<file path="src/rtl/core/pip_pkg.sv">
// shared types and constants for the point-in-polygon test core
// no dependencies; imported by pip_ctrl, pip_datapath and point_in_polygon_test_core

package pip_pkg;

  localparam int MAX_VERTICES = 64;
  localparam int ADDR_W       = $clog2(MAX_VERTICES);
  localparam int CNT_W        = $clog2(MAX_VERTICES + 1);
  localparam int COORD_W      = 32;
  localparam int DIFF_W       = COORD_W + 1;
  localparam int PROD_W       = 2 * DIFF_W;

  typedef enum logic [1:0] {
    CMD_CLEAR  = 2'd0,
    CMD_APPEND = 2'd1,
    CMD_TEST   = 2'd2,
    CMD_NONE   = 2'd3
  } pip_cmd_code_t;

  // controller to datapath
  typedef struct packed {
    logic              clear;
    logic              append;
    logic              start;
    logic              rd_en;
    logic              rd_first;
    logic [ADDR_W-1:0] rd_addr;
    logic              load_out;
  } pip_cmd_t;

  // datapath to controller
  typedef struct packed {
    logic [CNT_W-1:0] vcount;
    logic             pipe_busy;
  } pip_status_t;

endpackage

</file>
<file path="src/rtl/core/pip_ctrl.sv">
// controller state machine for the point-in-polygon test core
// depends on pip_pkg; drives pip_datapath through pip_cmd_t

module pip_ctrl (
  input  logic                 clk,
  input  logic                 rst_n,
  input  logic                 in_valid,
  output logic                 in_ready,
  input  logic [1:0]           in_command,
  output logic                 out_valid,
  input  logic                 out_ready,
  input  pip_pkg::pip_status_t status,
  output pip_pkg::pip_cmd_t    cmd
);
  import pip_pkg::*;

  typedef enum logic [3:0] {
    ST_IDLE  = 4'b0001,
    ST_WALK  = 4'b0010,
    ST_DRAIN = 4'b0100,
    ST_DONE  = 4'b1000
  } pip_state_t;

  pip_state_t       state_r, state_nxt;
  logic [CNT_W-1:0] iss_r, iss_nxt;
  logic             out_valid_r, out_valid_nxt;
  logic             last_read;

  assign in_ready  = (state_r == ST_IDLE);
  assign out_valid = out_valid_r;
  assign last_read = (iss_r == status.vcount);

  always_comb begin
    state_nxt     = state_r;
    iss_nxt       = iss_r;
    cmd           = '0;
    out_valid_nxt = out_valid_r && !out_ready;
    case (state_r)
      ST_IDLE: begin
        if (in_valid) begin
          case (pip_cmd_code_t'(in_command))
            CMD_CLEAR:  cmd.clear = 1'b1;
            CMD_APPEND: cmd.append = 1'b1;
            CMD_TEST: begin
              cmd.start = 1'b1;
              iss_nxt   = '0;
              // empty polygon reports outside straight away
              state_nxt = (status.vcount == '0) ? ST_DONE : ST_WALK;
            end
            default: ;
          endcase
        end
      end
      ST_WALK: begin
        // vertex 0 first, then 1 .. n-1, then vertex 0 again to close
        cmd.rd_en    = 1'b1;
        cmd.rd_first = (iss_r == '0);
        cmd.rd_addr  = last_read ? '0 : iss_r[ADDR_W-1:0];
        iss_nxt      = iss_r + 1'b1;
        if (last_read) begin
          state_nxt = ST_DRAIN;
        end
      end
      ST_DRAIN: begin
        if (!status.pipe_busy) begin
          state_nxt = ST_DONE;
        end
      end
      ST_DONE: begin
        if (!out_valid_r || out_ready) begin
          cmd.load_out  = 1'b1;
          out_valid_nxt = 1'b1;
          state_nxt     = ST_IDLE;
        end
      end
      default: state_nxt = ST_IDLE;
    endcase
  end

  always_ff @(posedge clk) begin
    if (!rst_n) begin
      state_r     <= ST_IDLE;
      iss_r       <= '0;
      out_valid_r <= 1'b0;
    end else begin
      state_r     <= state_nxt;
      iss_r       <= iss_nxt;
      out_valid_r <= out_valid_nxt;
    end
  end

endmodule

</file>
<file path="config.mk">
export PLATFORM = sky130hd
export DESIGN_NAME = pip_ctrl
export DESIGN_NICKNAME = d
export VERILOG_FILES = /design/src/rtl/core/pip_pkg.sv /design/src/rtl/core/pip_ctrl.sv
export SDC_FILE = /design/constraint.sdc
export NUM_CORES = 1
export LEC_CHECK = 0
export ABC_CLOCK_PERIOD_IN_PS = 2200
export BUFFER_PORTS_ARGS = -buffer_cell sky130_fd_sc_hd__buf_2
export CORE_MARGIN = 1
export CORE_UTILIZATION = 47
export CTS_CLUSTER_SIZE = 24
export DETAILED_ROUTE_END_ITERATION = 16
export GPL_TIMING_DRIVEN = 0
export PLACE_DENSITY = 0.74
export SLEW_MARGIN = 10
export SYNTH_ARGS = -nofsm -noshare
export SYNTH_HDL_FRONTEND = slang
export SYNTH_SLANG_ARGS = --single-unit
</file>
<file path="constraint.sdc">
create_clock -name clk -period 2.2 [get_ports clk]
set_clock_uncertainty 0.1 [all_clocks]
set_input_delay 0.11 -clock clk [delete_from_list [all_inputs] [get_ports clk]]
set_output_delay 0.11 -clock clk [all_outputs]
set_load 0.005 [all_outputs]
</file>
==> impl_metrics.py, run 1 <==
metrics = {
    "run_status": {
        "status": "finished, final reports clean",
    },
    "synthesis": {
        "syn_area_um2": 840.8,
        "synth_xor_area_share_pct": 8.333,
        "syn_nets": 113,
        "synth-simple-area-share_pct": 37.65,
        "synthDistinctLibCells": 36,
        "synthMuxAreaShare_pct": 1.190,
        "seq_area_frac_synth_pct": 28.57,
        "synth_edf_count": 0,
        "synth_compound_area_share_pct": 17.26,
        "yosysWarnings": 0,
        "synth_ff_type": "dfxtp_1",
        "syn_inst": 97,
        "postSynthAreaPerCell_um2": 8.668,
        "yosys.area_share.adder_pct": 2.976,
        "ys_ff_latch": 12,
        "async_reset_ff_share_pct": 0,
        "synth_top_family_by_area": "simple AND/OR/NAND/NOR gates",
    },
    "run": {
        "cap_violations": 0,
    },
    "drt": {
        "viasPerCell": 5.507,
        "first_pass_iters": 4,
        "vias": 837,
        "drc": 0,
        "drt_wl_total_um": 2038,
        "drt_iter0_drc": 9,
        "antenna_left": 0,
        "post_drt_wl_per_cell_um": 13.41,
    },
    "sta": {
        "setup_violations": 0,
        "rsz0062_at_grt": "false",
        "hold_ws_ns": 0.03689,
        "drv_slew": 0,
        "fmax_mhz": 521.6,
        "worst_pin_slew_ns": 0.4217,
        "timing.setup.tns_ns": 0,
        "min_period_ns": 1.917,
        "hold_viol": 0,
        "min_period_over_period_pct": 87.14,
        "max_slew_margin_pct": 71.77,
    },
    "critical_path": {
        "crit_family": "simple AND/OR/NAND/NOR gates",
        "cpMaxStageDelayCell": "dfxtp_1",
        "worstPathCellList": "xor2_1 -> nor4_2 -> a31oi_1 -> and2_1 -> buf_2",
        "endpoint_kind": "primary output",
        "cp.required_ns": 1.99,
        "critPathKind": "reg2out",
        "startpoint_type": "flop",
        "critPathArrivalTime_ns": 1.71,
        "path_max_fanout": 8,
        "crit_buf_inv": 1,
        "cpPeakStageDelay_ns": 0.47,
    },
    "clocking": {
        "cts_tree": "done",
        "clk_pin_slew_ns": 0.08,
        "clk_path_buf_depth": 2,
        "clk_latency_ns": 0.27,
        "cts_sinks": 12,
        "cts_buffers": 3,
        "htree_num_levels": 1,
        "clockRootBuffer": "clkbuf_4",
    },
    "worst_hold_path": {
        "hold_path.class": "in2reg",
    },
    "placed_design": {
        "place_area_mm2": 0.001006,
        "gp_congestion": 0.7849,
        "portBuffers": 27,
        "dp_hpwl_um": 1585,
        "dp_cells": 148,
    },
    "final_layout": {
        "fin_area_mm2": 0.001052,
        "final_cells": 152,
        "seqCellArea_um2": 240.2,
        "drive_above_1_share_pct": 30.47,
        "multi_input_area_um2": 573.1,
        "final_common_cell": "buf_2",
        "fillers": 138,
        "final_cell_mix": "buf_2 (27), dfxtp_1 (12)",
        "synthToLayoutAreaGrowth_pct": 25.15,
        "diodes": 0,
        "finalNetCount": 145,
    },
    "grt": {
        "grt_pass1_wl_um": 3401,
        "grt_max_degree": 11,
        "track_usage_pct": 23.54,
        "grt_overflow": 0,
        "grt_pass1_vias": 782,
        "antenna_found_initial": 0,
    },
    "power_and_ir_drop": {
        "ir_drop_mv": 0.3727,
        "powerDensity_mw_per_mm2": 516.2,
        "power.leakage_nw": 0.4461,
        "p_total_uw": 543.1,
    },
    "die": {
        "fp.dieW_um": 44.30,
        "dieArea_mm2": 0.001962,
        "initial_core_util_pct": 52.75,
        "die_h_um": 44.30,
        "fp.coreArea_mm2": 0.001594,
        "rows": 14,
        "io_pins": 28,
    },
}
-- cell type report --
| cell class | instances | share of cell area (%) |
|---|---|---|
| clock buffers | 4 | 3.448 |
| repair buffers | 28 | 13.56 |
| multi-input cells | 78 | 54.46 |
| well taps | 24 | 2.854 |
| flip-flops and latches | 12 | 22.83 |
| inverters | 4 | 1.427 |
| plain buffers | 2 | 1.427 |
-- stage by stage --
step	setup WS (ns)	util (%)
2_1_floorplan	0.5532	-
3_3_place_gp	0.3844	63.11
3_5_place_dp	0.3171	63.11
4_1_cts	0.05463	65.38
5_1_grt	0.08610	66.01
6_report	0.2829	66.01
-- path summary, 6_finish.rpt --
kind	end	cells past startpoint	slack [ns]	start
hold reg to reg	iss_r[6]	2	0.46	iss_r[6]
setup reg to reg	iss_r[5]	5	0.30	state_r[0]
hold / removal	state_r[2]	2	0.04	rst_n
setup / recovery	cmd[4]	5	0.28	iss_r[3]
-- report_power, final --
group          switching (mW)  leakage, nW  internal [mW]
Clock                  0.0788       0.0210          0.101
Combinational          0.0584        0.328         0.0642
Sequential             0.0160       0.0970          0.225
Total                   0.153        0.446          0.390
-- cells by family (layout without fill, tap and decap cells) --
kind of cell	after synthesis	in the layout
xor+xnor	8	8
mux	1	1
fa+ha+maj	2	2
flops	12	12
compound gates	23	23
buf+inv	7	38
simple gates	44	44
-- per-layer routing --
layer  track usage (%)  share of wire [%]  vias to the layer above
met4             7.273                  0                        0
met2             39.71                 47                       29
met1             30.81                 48                      386
met3             3.673                4.6                        0
li1                  -                  -                      422
met5                 0                  0                        -
-- cell usage after synthesis, drive strengths merged, types with 3 or more instances --
cell    count  area share, %
inv         4            1.8
nand2b      4            3.0
nor4        3            2.2
dfxtp      12             29
a21boi      3            2.7
nor2b       4            3.0
nand2       3            1.3
a21oi       7            4.6
xor2        6            6.2
nor2        4            1.8
or3         6            4.5
and2        6            4.5
o21ai       6            3.6
-- flip-flops by register name, summed over array words and instances (netlist names) --
signal     count
iss_r          7
state_r        4
out_valid      1
-- what timing repair did --
| item | CTS | global route |
|---|---|---|
| hold buffers | 0 | 0 |
| gates resized for setup | 0 | 1 |
| endpoints found under the setup margin | 0 | 5 |
| buffers inserted | 0 | 1 |
Power figures use the tool's default switching activity.
==> run 2, diff against run 1 <==
--- a/config.mk
+++ b/config.mk
@@ -12,7 +12,7 @@
 export CTS_CLUSTER_SIZE = 24
 export DETAILED_ROUTE_END_ITERATION = 16
 export GPL_TIMING_DRIVEN = 0
-export PLACE_DENSITY = 0.74
+export PLACE_DENSITY = 0.87
 export SLEW_MARGIN = 10
 export SYNTH_ARGS = -nofsm -noshare
 export SYNTH_HDL_FRONTEND = slang
==> impl_metrics.py, run 2 (same netlist as run 1, synthesis figures left out) <==
metrics = {
    "placed_design": {
        "gp_congestion": 0.7595,
        "dp_hpwl_um": 1490,
        "place_area_mm2": 0.001006,
        "portBuffers": 27,
    },
    "grt": {
        "grt_pass1_wl_um": 3105,
        "grt_overflow": 0,
        "grt_pass1_vias": 733,
        "antenna_found_initial": 0,
        "track_usage_pct": 21.01,
        "grt_max_degree": 11,
    },
    "sta": {
        "drv_slew": 0,
        "rsz0062_at_grt": "false",
        "max_slew_margin_pct": 67.62,
        "timing.setup.tns_ns": 0,
        "min_period_over_period_pct": 91.76,
        "fmax_mhz": 495.3,
        "setup_violations": 0,
        "hold_viol": 0,
        "min_period_ns": 2.019,
        "worst_pin_slew_ns": 0.4812,
    },
    "drt": {
        "vias": 835,
        "drt_wl_total_um": 1910,
        "post_drt_wl_per_cell_um": 12.73,
        "first_pass_iters": 4,
        "drc": 0,
        "antenna_left": 0,
        "drt_iter0_drc": 14,
        "viasPerCell": 5.567,
    },
    "die": {
        "die_h_um": 44.30,
        "fp.coreArea_mm2": 0.001594,
        "rows": 14,
        "fp.dieW_um": 44.30,
        "dieArea_mm2": 0.001962,
        "initial_core_util_pct": 52.75,
        "io_pins": 28,
    },
    "final_layout": {
        "finalNetCount": 144,
        "fin_area_mm2": 0.001031,
        "diodes": 0,
        "final_cell_mix": "buf_2 (27), dfxtp_1 (12)",
        "synthToLayoutAreaGrowth_pct": 22.62,
        "largest_register_ffs": 7,
        "regMostFlops": "iss_r",
        "drive_above_1_share_pct": 29.37,
        "final_common_cell": "buf_2",
    },
    "clocking": {
        "clk_path_buf_depth": 2,
        "htree_num_levels": 1,
        "cts_tree": "done",
        "clockRootBuffer": "clkbuf_4",
        "cts_sinks": 12,
        "clk_pin_slew_ns": 0.07,
        "clk_latency_ns": 0.27,
        "cts_buffers": 3,
    },
    "critical_path": {
        "critPathArrivalTime_ns": 1.81,
        "cp.required_ns": 1.99,
        "critPathKind": "reg2out",
        "cpPeakStageDelay_ns": 0.49,
        "path_max_fanout": 7,
        "worstPathCellList": "nor4b_4 -> inv_1 -> a31oi_1 -> and2_1 -> buf_2",
        "cpMaxStageDelayCell": "nor4b_4",
        "startpoint_type": "flop",
        "reg2reg_depth": 5,
        "endpoint_kind": "primary output",
    },
    "power_and_ir_drop": {
        "swShare_pct": 29.08,
        "clock_power_share_pct": 27.3,
        "pwr-share-comb_pct": 24.3,
        "p_sw_uw": 144.1,
        "ir_drop_mv": 0.2692,
        "power.leakage_nw": 0.4335,
        "p_total_uw": 495.6,
        "power_frac_seq_pct": 48.4,
        "powerDensity_mw_per_mm2": 480.7,
        "internal_power_uw": 351.5,
    },
    "run_status": {
        "status": "finished, final reports clean",
    },
    "worst_hold_path": {
        "hold_path.class": "in2reg",
        "min_path_cells": 2,
    },
    "run": {
        "cap_violations": 0,
    },
}
## run 2: cell types whose count changed in the layout (fill, tap and decap cells not counted), sizes merged
cell / delta
buf: -1
clkbuf: -1
## run 2: area by class of cell
cell class	instances	area [um2]
buffer	2	15.01
clock buffer	3	22.52
fill	130	563.0
inverter	4	15.01
multi-input combinational	78	573.1
sequential	12	240.2
tap	24	30.03
timing repair buffer	27	135.1
## run 2: critical path: cells and delay by family (launching register included)
family                 cells  cell delay, ns
and+or+nand+nor            2            0.65
buffers and inverters      2            0.24
DFF                        1            0.39
AOI/OAI and AO/OA          1            0.26
## run 2: repair_timing
action                                  CTS  global route
endpoints found under the hold margin     0             0
buffers inserted                          0             0
hold buffers                              0             0
resized for setup                         0             1
endpoints found under the setup margin    0             6
## run 2: through the flow
step	worst slack [ns]	hold slack (ns)	std cells	utilization, %
after detailed placement	0.3474	0.3065	148	63.11
after CTS	0.07453	0.02474	151	64.52
final	0.1812	0.02405	150	64.68
after floorplan	0.5532	0.1382	97	-
after global placement	0.3972	0.3045	148	63.11
after global routing	0.002665	0.03937	150	64.68
## run 2: power groups by stage
stage	Combinational [mW]	Clock, mW	Sequential [mW]
floorplan	0.0782	0	0.242
global placement	0.114	0	0.245
detailed placement	0.119	0	0.245
CTS	0.120	0.136	0.240
global route	0.134	0.146	0.242
finish	0.120	0.135	0.240
## run 2: routing by layer
| metal | GRT usage (%) | vias up | part of all wire, % |
|---|---|---|---|
| met5 | 0 | - | 0 |
| met4 | 10.30 | 0 | 0.84 |
| met3 | 1.633 | 2 | 5.7 |
| met2 | 33.53 | 37 | 48 |
| met1 | 28.50 | 378 | 46 |
| li1 | - | 418 | - |
## run 2: path summary, 6_finish.rpt
kind | slack, ns | to | start
setup / recovery | 0.18 | cmd[6] | state_r[3]
hold / removal | 0.02 | iss_r[1] | rst_n
setup reg to reg | 0.34 | iss_r[4] | state_r[0]
hold reg to reg | 0.46 | iss_r[6] | iss_r[6]
